--- src/hdl/brl_pkg.sv ---
package brl_pkg;

	// output coordinate and canvas register widths are fixed by the interface
	localparam int OUT_BITS       = 10;
	localparam int CANVAS_BITS    = 11;
	localparam int CFG_INDEX_BITS = 2;

	localparam logic [CANVAS_BITS-1:0] CANVAS_RESET = 11'd400;

	localparam logic [CFG_INDEX_BITS-1:0] REG_CANVAS_WIDTH  = 2'd0;
	localparam logic [CFG_INDEX_BITS-1:0] REG_CANVAS_HEIGHT = 2'd1;

	typedef enum logic {
		OP_LOAD    = 1'b0,
		OP_ADVANCE = 1'b1
	} opcode_t;

	// both queues hold two entries
	localparam int QUEUE_AW = 1;

	// result word: pixel_x, pixel_y, in_canvas, last
	localparam int RES_BITS = 2 * OUT_BITS + 2;

	typedef struct packed {
		logic cmd_pop;
		logic res_push;
		logic line_active;
	} back_status_t;

endpackage

--- src/hdl/brl_fifo.sv ---
module brl_fifo #(
	parameter int WIDTH,
	parameter int AW
) (
	input  logic             clk,
	input  logic             arst_n,
	input  logic             push,
	input  logic [WIDTH-1:0] wdata,
	output logic             full,
	input  logic             pop,
	output logic [WIDTH-1:0] rdata,
	output logic             empty
);

	localparam int DEPTH = 1 << AW;

	logic [WIDTH-1:0] mem_q [DEPTH];
	logic [AW-1:0]    wptr_q;
	logic [AW-1:0]    rptr_q;
	logic [AW:0]      count_q;
	logic             do_push;
	logic             do_pop;

	assign full    = (count_q == (AW + 1)'(DEPTH));
	assign empty   = (count_q == '0);
	assign do_push = push && !full;
	assign do_pop  = pop && !empty;
	assign rdata   = mem_q[rptr_q];

	always_ff @(posedge clk) begin
		if (do_push) begin
			mem_q[wptr_q] <= wdata;
		end
	end

	always_ff @(posedge clk or negedge arst_n) begin
		if (!arst_n) begin
			wptr_q  <= '0;
			rptr_q  <= '0;
			count_q <= '0;
		end else begin
			if (do_push) begin
				wptr_q <= wptr_q + AW'(1);
			end
			if (do_pop) begin
				rptr_q <= rptr_q + AW'(1);
			end
			case ({do_push, do_pop})
				2'b10:   count_q <= count_q + (AW + 1)'(1);
				2'b01:   count_q <= count_q - (AW + 1)'(1);
				default: count_q <= count_q;
			endcase
		end
	end

endmodule

--- src/hdl/brl_front.sv ---
module brl_front #(
	parameter int COORD_BITS
) (
	input  logic                                  opcode,
	input  logic [brl_pkg::OUT_BITS-1:0]          start_x,
	input  logic [brl_pkg::OUT_BITS-1:0]          start_y,
	input  logic [brl_pkg::OUT_BITS-1:0]          end_x,
	input  logic [brl_pkg::OUT_BITS-1:0]          end_y,
	output logic [6*COORD_BITS+4:0]               cmd
);

	localparam int ERR_BITS = COORD_BITS + 2;

	logic [COORD_BITS-1:0]      ax, ay, bx, by;
	logic [COORD_BITS-1:0]      dx, dy;
	logic [COORD_BITS-1:0]      sx, sy, ex, ey;
	logic [COORD_BITS-1:0]      major_end;
	logic signed [ERR_BITS-1:0] e0;
	logic                       x_major;
	logic                       swap;
	logic                       minor_dec;
	logic                       is_load;

	always_comb begin
		ax = COORD_BITS'(start_x);
		ay = COORD_BITS'(start_y);
		bx = COORD_BITS'(end_x);
		by = COORD_BITS'(end_y);
		dx = (bx >= ax) ? bx - ax : ax - bx;
		dy = (by >= ay) ? by - ay : ay - by;
		e0 = $signed(ERR_BITS'(dy)) - $signed(ERR_BITS'(dx));
		// equal magnitudes count as y-major, which orders descending diagonals by y
		x_major = e0[ERR_BITS-1];
		swap    = x_major ? (bx < ax) : (by < ay);
		sx = swap ? bx : ax;
		sy = swap ? by : ay;
		ex = swap ? ax : bx;
		ey = swap ? ay : by;
		minor_dec = x_major ? (ey < sy) : (ex < sx);
		major_end = x_major ? ex : ey;
		is_load   = (opcode == brl_pkg::OP_LOAD);
	end

	assign cmd = {is_load, x_major, minor_dec, sx, sy, major_end, dx, dy, e0};

endmodule

--- src/hdl/brl_back.sv ---
module brl_back #(
	parameter int COORD_BITS
) (
	input  logic                               clk,
	input  logic                               arst_n,
	input  logic [6*COORD_BITS+4:0]            cmd,
	input  logic                               cmd_empty,
	input  logic                               res_full,
	input  logic [brl_pkg::CANVAS_BITS-1:0]    width_lim,
	input  logic [brl_pkg::CANVAS_BITS-1:0]    height_lim,
	output logic [brl_pkg::RES_BITS-1:0]       result,
	output brl_pkg::back_status_t              status
);

	localparam int ERR_BITS = COORD_BITS + 2;
	localparam int CMP_BITS = (COORD_BITS > brl_pkg::CANVAS_BITS) ?
		COORD_BITS : brl_pkg::CANVAS_BITS;

	logic                       c_load, c_xmaj, c_mdec;
	logic [COORD_BITS-1:0]      c_x, c_y, c_end, c_dx, c_dy;
	logic signed [ERR_BITS-1:0] c_e0;

	logic [COORD_BITS-1:0]      cur_x_q, cur_y_q, major_end_q, dx_q, dy_q;
	logic signed [ERR_BITS-1:0] err_q, diff_q;
	logic                       x_major_q, minor_dec_q, active_q;

	logic [COORD_BITS-1:0]      nxt_x, nxt_y;
	logic signed [ERR_BITS-1:0] nxt_err;
	logic                       fin, in_canvas, minor_step;
	logic                       cmd_pop, res_push;

	assign {c_load, c_xmaj, c_mdec, c_x, c_y, c_end, c_dx, c_dy, c_e0} = cmd;

	assign cmd_pop  = !cmd_empty && !res_full;
	assign res_push = cmd_pop && !c_load && active_q;

	assign fin = x_major_q ? (cur_x_q == major_end_q) : (cur_y_q == major_end_q);
	assign in_canvas = (CMP_BITS'(cur_x_q) < CMP_BITS'(width_lim)) &&
		(CMP_BITS'(cur_y_q) < CMP_BITS'(height_lim));

	// diff_q holds dy - dx, so each step is a single add
	always_comb begin
		nxt_x = cur_x_q;
		nxt_y = cur_y_q;
		if (x_major_q) begin
			minor_step = !err_q[ERR_BITS-1];
			nxt_x = cur_x_q + COORD_BITS'(1);
			if (minor_step) begin
				nxt_y = minor_dec_q ? cur_y_q - COORD_BITS'(1) : cur_y_q + COORD_BITS'(1);
			end
			nxt_err = err_q + (minor_step ? diff_q : $signed(ERR_BITS'(dy_q)));
		end else begin
			minor_step = err_q[ERR_BITS-1] || (err_q == '0);
			nxt_y = cur_y_q + COORD_BITS'(1);
			if (minor_step) begin
				nxt_x = minor_dec_q ? cur_x_q - COORD_BITS'(1) : cur_x_q + COORD_BITS'(1);
			end
			nxt_err = minor_step ? err_q + diff_q : err_q - $signed(ERR_BITS'(dx_q));
		end
	end

	always_ff @(posedge clk or negedge arst_n) begin
		if (!arst_n) begin
			cur_x_q     <= '0;
			cur_y_q     <= '0;
			major_end_q <= '0;
			dx_q        <= '0;
			dy_q        <= '0;
			err_q       <= '0;
			diff_q      <= '0;
			x_major_q   <= 1'b0;
			minor_dec_q <= 1'b0;
			active_q    <= 1'b0;
		end else if (cmd_pop) begin
			if (c_load) begin
				cur_x_q     <= c_x;
				cur_y_q     <= c_y;
				major_end_q <= c_end;
				dx_q        <= c_dx;
				dy_q        <= c_dy;
				err_q       <= c_e0;
				diff_q      <= c_e0;
				x_major_q   <= c_xmaj;
				minor_dec_q <= c_mdec;
				active_q    <= 1'b1;
			end else if (active_q) begin
				if (fin) begin
					active_q <= 1'b0;
				end else begin
					cur_x_q <= nxt_x;
					cur_y_q <= nxt_y;
					err_q   <= nxt_err;
				end
			end
		end
	end

	assign result = {brl_pkg::OUT_BITS'(cur_x_q), brl_pkg::OUT_BITS'(cur_y_q), in_canvas, fin};

	assign status.cmd_pop     = cmd_pop;
	assign status.res_push    = res_push;
	assign status.line_active = active_q;

endmodule

--- src/hdl/bresenham_line_rasterizer_top.sv ---
// channel   direction  handshake              payload
// input     in         push / full            opcode, start_x, start_y, end_x, end_y
// result    out        empty / pop            pixel_x, pixel_y, in_canvas, last
// config    in         cfg_valid / cfg_ready  cfg_index, cfg_data
//
// one item per cycle while the command queue has room: a pushed item is classified and
// queued in its cycle, the back end takes one queued command per cycle and emits at most
// one pixel into a two-entry result queue, which registers it for the outputs.
// the back end stalls only while the result queue is full; full rises only while the
// command queue is full. a load never produces a result.
// reset clears both queues, drops any line and sets both canvas sizes to 400.
module bresenham_line_rasterizer_top #(
	parameter int COORD_BITS = 10
) (
	input  logic                                     clk,
	input  logic                                     arst_n,
	input  logic                                     push,
	output logic                                     full,
	input  logic                                     opcode,
	input  logic [brl_pkg::OUT_BITS-1:0]             start_x,
	input  logic [brl_pkg::OUT_BITS-1:0]             start_y,
	input  logic [brl_pkg::OUT_BITS-1:0]             end_x,
	input  logic [brl_pkg::OUT_BITS-1:0]             end_y,
	output logic                                     empty,
	input  logic                                     pop,
	output logic [brl_pkg::OUT_BITS-1:0]             pixel_x,
	output logic [brl_pkg::OUT_BITS-1:0]             pixel_y,
	output logic                                     in_canvas,
	output logic                                     last,
	input  logic                                     cfg_valid,
	output logic                                     cfg_ready,
	input  logic [brl_pkg::CFG_INDEX_BITS-1:0]       cfg_index,
	input  logic [brl_pkg::CANVAS_BITS-1:0]          cfg_data
);

	localparam int CMD_BITS = 6 * COORD_BITS + 5;

	logic [brl_pkg::CANVAS_BITS-1:0] width_lim_q;
	logic [brl_pkg::CANVAS_BITS-1:0] height_lim_q;

	logic [CMD_BITS-1:0]              cmd_wdata, cmd_rdata;
	logic                             cmd_empty;
	logic [brl_pkg::RES_BITS-1:0]     res_wdata, res_rdata;
	logic                             res_full;
	brl_pkg::back_status_t            status;

	assign cfg_ready = 1'b1;

	always_ff @(posedge clk or negedge arst_n) begin
		if (!arst_n) begin
			width_lim_q  <= brl_pkg::CANVAS_RESET;
			height_lim_q <= brl_pkg::CANVAS_RESET;
		end else if (cfg_valid && cfg_ready) begin
			unique case (cfg_index)
				brl_pkg::REG_CANVAS_WIDTH:  width_lim_q  <= cfg_data;
				brl_pkg::REG_CANVAS_HEIGHT: height_lim_q <= cfg_data;
				default: ;
			endcase
		end
	end

	brl_front #(
		.COORD_BITS(COORD_BITS)
	) u_front (
		.opcode (opcode),
		.start_x(start_x),
		.start_y(start_y),
		.end_x  (end_x),
		.end_y  (end_y),
		.cmd    (cmd_wdata)
	);

	brl_fifo #(
		.WIDTH(CMD_BITS),
		.AW   (brl_pkg::QUEUE_AW)
	) u_cmd_queue (
		.clk   (clk),
		.arst_n(arst_n),
		.push  (push),
		.wdata (cmd_wdata),
		.full  (full),
		.pop   (status.cmd_pop),
		.rdata (cmd_rdata),
		.empty (cmd_empty)
	);

	brl_back #(
		.COORD_BITS(COORD_BITS)
	) u_back (
		.clk       (clk),
		.arst_n    (arst_n),
		.cmd       (cmd_rdata),
		.cmd_empty (cmd_empty),
		.res_full  (res_full),
		.width_lim (width_lim_q),
		.height_lim(height_lim_q),
		.result    (res_wdata),
		.status    (status)
	);

	brl_fifo #(
		.WIDTH(brl_pkg::RES_BITS),
		.AW   (brl_pkg::QUEUE_AW)
	) u_res_queue (
		.clk   (clk),
		.arst_n(arst_n),
		.push  (status.res_push),
		.wdata (res_wdata),
		.full  (res_full),
		.pop   (pop),
		.rdata (res_rdata),
		.empty (empty)
	);

	assign {pixel_x, pixel_y, in_canvas, last} = res_rdata;

`ifndef ASSERT_OFF
	a_res_no_overflow: assert property (@(posedge clk) disable iff (!arst_n)
		status.res_push |-> !res_full)
		else $error("pixel pushed into a full result queue");

	a_cmd_no_underflow: assert property (@(posedge clk) disable iff (!arst_n)
		status.cmd_pop |-> !cmd_empty)
		else $error("command taken from an empty queue");

	a_last_ends_line: assert property (@(posedge clk) disable iff (!arst_n)
		status.res_push && res_wdata[0] |=> !status.line_active)
		else $error("line still active after its last pixel");
`endif

endmodule

--- config.mk ---
export PLATFORM = sky130hd
export DESIGN_NAME = bresenham_line_rasterizer_top
export DESIGN_NICKNAME = d
export VERILOG_FILES = /design/src/hdl/brl_pkg.sv /design/src/hdl/brl_fifo.sv /design/src/hdl/brl_front.sv /design/src/hdl/brl_back.sv /design/src/hdl/bresenham_line_rasterizer_top.sv
export SDC_FILE = /design/constraint.sdc
export NUM_CORES = 1
export LEC_CHECK = 0
export BUFFER_PORTS_ARGS = -buffer_cell sky130_fd_sc_hd__buf_2
export CAP_MARGIN = 5
export CORE_MARGIN = 8
export CORE_UTILIZATION = 45
export DETAILED_ROUTE_END_ITERATION = 7
export PLACE_DENSITY_LB_ADDON = 0.1
export SETUP_SLACK_MARGIN = 0.02
export SKIP_LAST_GASP = 1
export SYNTH_ARGS = -nofsm -noshare
export SYNTH_HDL_FRONTEND = slang
export SYNTH_HIERARCHICAL = 1
export SYNTH_SLANG_ARGS = --single-unit
--- constraint.sdc ---
create_clock -name clk -period 4.79 [get_ports clk]
set_clock_uncertainty 0.15 [all_clocks]
set_input_delay 0.479 -clock clk [delete_from_list [all_inputs] [get_ports clk]]
set_output_delay 0.479 -clock clk [all_outputs]
set_load 0.01 [all_outputs]
==> results of run 1 <==
[state kept, by name (all words and copies together) (netlist names)]
name / count
u_back/active_q: 1
u_res_queue/mem_q: 44
u_back/minor_dec_q: 1
u_back/diff_q: 12
u_back/err_q: 12
height_lim_q: 11
u_back/dy_q: 10
u_cmd_queue/rptr_q: 1
u_back/dx_q: 10
u_cmd_queue/wptr_q: 1
u_cmd_queue/mem_q: 130
u_res_queue/rptr_q: 1
u_res_queue/wptr_q: 1
u_cmd_queue/count_q: 2
u_back/cur_x_q: 10
u_back/cur_y_q: 10
u_res_queue/count_q: 2
width_lim_q: 11
u_back/major_end_q: 10
u_back/x_major_q: 1
[worst paths after layout]
| path | start | end | slack [ns] |
|---|---|---|---|
| worst max-delay path | end_x[0] | u_cmd_queue/mem_q[1][62]$_DFFE_PP_ | -0.08 |
| worst min-delay path | cfg_data[2] | width_lim_q[2]$_DFFE_PN0P_ | 0.03 |
| worst max register to register | u_back/err_q[5]$_DFFE_PN0P_ | u_back/err_q[10]$_DFFE_PN0P_ | 0.77 |
| worst min register to register | u_back/dy_q[1]$_DFFE_PN0P_ | u_back/dy_q[1]$_DFFE_PN0P_ | 0.34 |
| max in group asynchronous | arst_n | u_back/err_q[3]$_DFFE_PN0P_ | 3.21 |
| min in group asynchronous | arst_n | u_cmd_queue/wptr_q$_DFFE_PN0P_ | 0.33 |
[metal layers]
metal | wire (um) | GRT usage (%)
met1 | 20030 | 27.54
met5 | 0 | 0
met2 | 19270 | 31.67
met4 | 1130 | 6.255
met3 | 1779 | 2.456
[area by class of cell]
cell class                 instances  area [sq um]
clock buffer                      36         793.3
clock inverter                    20         187.7
fill                            2997         14780
inverter                         102         405.4
multi-input combinational       1031          8303
sequential                       281          7914
tap                              461         576.8
timing repair buffer             333          2527
[layout by cell type (no fill, tap or decap), types with 9 or more instances in the layout]
cell type    n
nor3_1      12
nand2_1    220
o21ai_0     37
buf_6       22
nand2b_1    11
ha_1        72
o21a_1      11
a31oi_1      9
o22ai_1     12
clkinv_2    10
buf_4      221
nor2b_1      9
mux2_4      43
nor4_1       9
a211oi_1    16
a21oi_1     59
dfrtp_1    100
nor2_1      64
o21ai_1     18
xor2_1      13
inv_1       93
o21ai_2     17
ha_4        11
clkbuf_16   31
mux2i_1     40
a211oi_4    10
mux2_2      79
buf_2       72
nand3_1     19
a21o_1      14
nand4_1     12
edfxtp_1   174
xnor2_1     33
[power breakdown]
part | switching, mW | internal [mW] | total, mW
registers | 0.798 | 3.75 | 4.55
clock network | 0.935 | 1.34 | 2.28
logic | 3.68 | 3.22 | 6.91
[what timing repair did]
item                                   in CTS  in global routing
hold buffers                                8                  0
pin swaps                                  31                 51
cloned                                      2                  1
gates resized for setup                    91                 91
endpoints found under the hold margin      51                  0
setup endpoints to repair                  62                 70
buffers inserted                           28                 14
[critical path, delay by kind of cell]
family / cells / cell delay, ns
adders and majority gates: 3 / 0.70
buffers and inverters: 6 / 0.56
AOI/OAI and AO/OA: 14 / 2.19
xor gates and xnor gates: 1 / 0.26
muxes: 3 / 0.87
==> out/metrics.sh, run 1 <==
WORST_SETUP_PATH_END_KIND='flip-flop'
TOTALWIRELENGTH_UM=42220
FINAL_CELL_COUNT_NO_FILL=2264
VIASPERCELL=5.337
WIRE_LENGTH_OF_THE_FIRST_GLOBAL_ROUTING_PASS_UM=66390
SETUP_REPAIR_AFTER_GLOBAL_ROUTING_MISSED_ITS_MARGIN='true'
SLEW_VIOL_FINAL=0
TIMING.CRITICAL_PATH.REQUIRED_NS=5.02
DRT-PASS1-ITER-COUNT=5
ROWS=69
INSTANCE_AREA_AFTER_PLACEMENT_SQ_MM=0.01857
PORT_BUFFERS=82
GRT_START_MAX_NET_PINS=54
NETS=1928
CPMAXSTAGEDELAYCELL='mux2_4'
DIE_X_UM=205.7
FIN_TOTAL_PWR_mW=13.73
DRC=0
HOLD-PATH-CELL-COUNT=2
POSTLAYOUTSETUPSLACKWORST_NS=-0.08373
DRV_CAP=0
CLOCK_LATENCY_NS=0.57
NUM_ANTENNA_CELLS=0
REPORT.FINAL.SETUP_VIOL=4
CLOCK.FMAX_MHz=205.2
FAILED_CHECKS='negative setup slack'
PLACE_WS_NS=-1.284
IO_PINS=84
FLOORPLAN_CORE_AREA_SQ_MM=0.03548
TIMING.HOLD.WORST.CLASS='primary input to flip-flop'
WORST_PATH_MOST_REPEATED_CELL='o21ai_2'
CPPEAKSTAGEDELAY_NS=0.40
DP_HPWL_UM=30780
PERIOD_NEEDED_NS=4.874
DIEAREA_SQ_MM=0.04229
FIRST_GLOBAL_VIAS=12210
POWER-PER-CELL-AREA_mW_PER_MM2=663.2
CLKSINKCOUNT=281
ROOT_BUFFER_SELECTED_BY_CTS='clkbuf_16'
ROUTABILITY_CONG=0.9055
SYNTH_WARNINGS=6
ROUTEDWLPERCELL_UM=18.65
SYNTH_AREA_PER_INST_SQ_UM=10.86
SETUP_TNS_NS=-0.2883
INITIAL_CORE_UTIL_PCT=45.62
PATH_CLK_SLEW_NS=0.06
TIGHTEST_SLEW_NS=1.041
INITIAL_ANTENNA_VIOLATION_COUNT=0
WORST_IR_DROP_VDD_uV=323.1
REG2REG_DEPTH=13
HOLD_WS_NS=0.03078
SYNTHESIS.AREA_SQ_MM=0.01619
VIA_COUNT=12080
FINALHOLDVIOLCOUNT=0
CRIT_PATH_MAX_FANOUT=6
TIMING_WORST_SETUP_PATH_TYPE='primary input to flip-flop'
SYNTH_NETS=1639
POST-ROUTE-CELL-AREA_SQ_MM=0.02071
PLACED_CELLS=2168
CTS-ROOT-TO-SINK-BUFFERS=3
TIMING.CRITICAL_PATH.ARRIVAL_NS=5.10
FIN_UTIL_PCT=58.36
H-TREE-DEPTH=1
FINAL_ANTENNA_NET_COUNT=0
DRIVE_GT1_SHARE_PCT=35.61
MAX-SLEW-MARGIN-REL_PCT=30.57
FINAL.PERIOD_UTILIZATION_PCT=101.7
FP.DIEH_UM=205.7
START_KIND='primary input'
DRTITER0DRC=697
TRITONCTS='built'
P_LEAK_nW=8.885
SYN-INSTANCE-COUNT=1490
LAYOUT_OVERHEAD_ON_THE_SYNTHESIZED_AREA_PCT=27.94
GRT_USE_TOTAL_PCT=19.75
GRT_OVERFLOW=0
RUN_STATUS='finished with violations'
CTS_BUFFERS=30
Power figures use the tool's default switching activity.
==> run 2, diff against run 1 <==
==> constraint.sdc (replaced) <==
create_clock -name clk -period 4.79 [get_ports clk]
set_clock_uncertainty 0.15 [all_clocks]
set_input_delay 0.2395 -clock clk [delete_from_list [all_inputs] [get_ports clk]]
set_output_delay 0.2395 -clock clk [all_outputs]
set_load 0.01 [all_outputs]
==> run 2 against run 1 <==
Net effect: the run now ends clean; final area shrank 2.4%; sequential share of layout area is 0.93 points higher; final cell count down 0.40%; hold slack better by 0.00089 ns; clock-buffer cell count grew 6; largest cell class unchanged; highest routed layer unchanged.
==> out/metrics.sh, run 2 (same netlist as run 1, synthesis figures left out) <==
RUN_STATUS='completed'
SETUP_TNS_NS=0
WIRE_LENGTH_OF_THE_FIRST_GLOBAL_ROUTING_PASS_UM=65770
HOLD_PATH_STARTPOINT='start_x[2]'
SETUP_REPAIR_AFTER_GLOBAL_ROUTING_MISSED_ITS_MARGIN='true'
DRT-PASS1-ITER-COUNT=5
ROUTABILITY_CONG=0.9066
FINAL.PERIOD_UTILIZATION_PCT=99.47
CLOCK_LATENCY_NS=0.57
DP_HPWL_UM=30620
FLOORPLAN_CORE_AREA_SQ_MM=0.03548
LARGEST-REGISTER='u_cmd_queue/mem_q'
GRT_START_MAX_NET_PINS=76
POWER.SEQUENTIAL.FRACTION_PCT=33.4
ROUTEDWLPERCELL_UM=18.62
FIRST_GLOBAL_VIAS=12040
COMB_POWER_SHARE_PCT=49.5
GRT_USE_TOTAL_PCT=19.61
TOTAL_SWITCHING_POWER_mW=5.272
NUM_ANTENNA_CELLS=0
R2R_SETUP_SLACK_NS=0.74
ROOT_BUFFER_SELECTED_BY_CTS='clkbuf_16'
CLOCK.FMAX_MHz=209.9
TOTALWIRELENGTH_UM=41980
DRTITER0DRC=754
WORST_SETUP_PATH_END_KIND='flip-flop'
VIASPERCELL=5.320
H-TREE-DEPTH=1
HOLD-PATH-CELL-COUNT=4
PERIOD_NEEDED_NS=4.765
INITIAL_CORE_UTIL_PCT=45.62
FINAL_ANTENNA_NET_COUNT=0
POWER-PER-CELL-AREA_mW_PER_MM2=665.4
TIMING.CRITICAL_PATH.ARRIVAL_NS=4.93
CTS_BUFFERS=30
MOST-COMMON-LAYOUT-CELLS='nand2_1, buf_4, edfxtp_1, dfrtp_1, inv_1'
CTS-ROOT-TO-SINK-BUFFERS=3
DIE_X_UM=205.7
FIN_TOTAL_PWR_mW=13.45
MOSTFREQUENTLAYOUTCELL='nand2_1'
DIEAREA_SQ_MM=0.04229
SLEW_VIOL_FINAL=0
SWITCHING_SHARE_PCT=39.19
FP.DIEH_UM=205.7
MAX-SLEW-MARGIN-REL_PCT=27.52
TIMING.HOLD.WORST.CLASS='primary input to flip-flop'
NETS=1919
FINALHOLDVIOLCOUNT=0
TIGHTEST_SLEW_NS=1.087
CRITICAL_PATH.REG2REG.ENDPOINT='u_back/err_q[10]$_DFFE_PN0P_'
CLKSINKCOUNT=281
INITIAL_ANTENNA_VIOLATION_COUNT=0
DRV_CAP=0
FINAL_CELL_COUNT_NO_FILL=2255
CRIT_PATH_MAX_FANOUT=8
FIN_UTIL_PCT=56.98
WORST_IR_DROP_VDD_uV=410.7
VIA_COUNT=12000
GRT_OVERFLOW=0
P_LEAK_nW=8.705
START_KIND='primary input'
TIMING.CRITICAL_PATH.REQUIRED_NS=4.96
TIMING_WORST_SETUP_PATH_TYPE='primary input to flip-flop'
PATH_CLK_SLEW_NS=0.06
PLACED_CELLS=2163
R2R-START='u_back/err_q[5]$_DFFE_PN0P_'
REPORT.FINAL.SETUP_VIOL=0
TRITONCTS='built'
POWER.INTERNAL_mW=8.181
DRIVE_GT1_SHARE_PCT=32.22
LAYOUT_OVERHEAD_ON_THE_SYNTHESIZED_AREA_PCT=24.91
BIGGESTREGSBYFLOPS='u_cmd_queue/mem_q x130, u_res_queue/mem_q x44'
P_CLK_SHARE_PCT=17.0
HOLD_PATH_END='u_cmd_queue/mem_q[1][54]$_DFFE_PP_'
NUMBER_OF_FLIP_FLOPS_IN_THE_LARGEST_REGISTER=130
PORT_BUFFERS=82
IO_PINS=84
REG2REG_DEPTH=13
ROWS=69
DRC=0
[run 2: per-stage QoR]
stage / cell area, sq um / worst slack [ns] / hold slack [ns]
4_1_cts: 19830 / 0.03146 / 0.005290
3_5_place_dp: 18520 / -0.8257 / 0.3211
6_report: 20220 / 0.02527 / 0.03166
3_3_place_gp: 18520 / -0.7141 / 0.3193
5_1_grt: 20220 / -0.1961 / 0.05851
2_1_floorplan: 16420 / -0.2315 / -0.2061
[run 2: worst max-delay path by stage]
stage	to	startpoint	cells past startpoint
5_1_grt	u_cmd_queue/mem_q[0][62]$_DFFE_PP_	start_y[8]	27
3_3_place_gp	u_cmd_queue/mem_q[0][62]$_DFFE_PP_	start_x[5]	25
3_5_place_dp	u_cmd_queue/mem_q[0][62]$_DFFE_PP_	start_x[5]	26
4_1_cts	u_cmd_queue/mem_q[0][62]$_DFFE_PP_	end_x[0]	29
2_1_floorplan	u_cmd_queue/mem_q[0][62]$_DFFE_PP_	start_y[7]	26
6_report	u_cmd_queue/mem_q[0][62]$_DFFE_PP_	start_y[8]	27
[run 2: critical path, cell delays in order]
cell and delay (ns):
buf_2 0.11, inv_4 0.04, ha_4 0.26, nand4_1 0.15, buf_4 0.19, o221a_2 0.29, nand2_2 0.09, mux2i_1 0.25
o221ai_1 0.15, and2_1 0.19, o21a_1 0.18, o21ai_1 0.12, and2_1 0.15, o21ai_1 0.08, xor2_1 0.18, ha_1 0.33
a21o_1 0.20, a211oi_2 0.18, o31a_1 0.18, buf_6 0.13, mux2_4 0.36, buf_12 0.16, buf_12 0.13, nor3_1 0.13
o2111ai_1 0.15, o2111ai_1 0.17, o32ai_2 0.14
[run 2: power groups by stage]
stage,logic (mW),registers (mW),clock network (mW)
5_1_grt,7.39,4.62,2.44
6_report,6.66,4.50,2.29
3_5_place_dp,6.42,4.55,0
2_1_floorplan,4.83,4.18,0
3_3_place_gp,6.32,4.51,0
4_1_cts,6.50,4.50,2.36
[run 2: repair_timing]
item | in CTS | in global routing
endpoints found under the hold margin | 100 | 0
gates cloned | 0 | 2
gates resized for setup | 17 | 63
pin swaps | 4 | 20
setup endpoints to repair | 28 | 54
setup buffers | 2 | 11
hold buffers | 22 | 0
[run 2: layout make-up]
| type | instances | area, sq um |
|---|---|---|
| clock buffer | 42 | 867.1 |
| clock inverter | 14 | 128.9 |
| fill | 3049 | 15270 |
| inverter | 102 | 402.9 |
| multi-input combinational | 1031 | 7916 |
| sequential | 281 | 7914 |
| tap | 461 | 576.8 |
| timing repair buffer | 324 | 2411 |
[run 2: layer usage]
layer / global-route usage, % / up-vias / wire (um)
li1: - / 5903 / -
met1: 27.25 / 5742 / 19930
met2: 31.58 / 283 / 18950
met3: 2.598 / 69 / 1847
met4: 5.948 / 0 / 1251
met5: 0 / - / 0
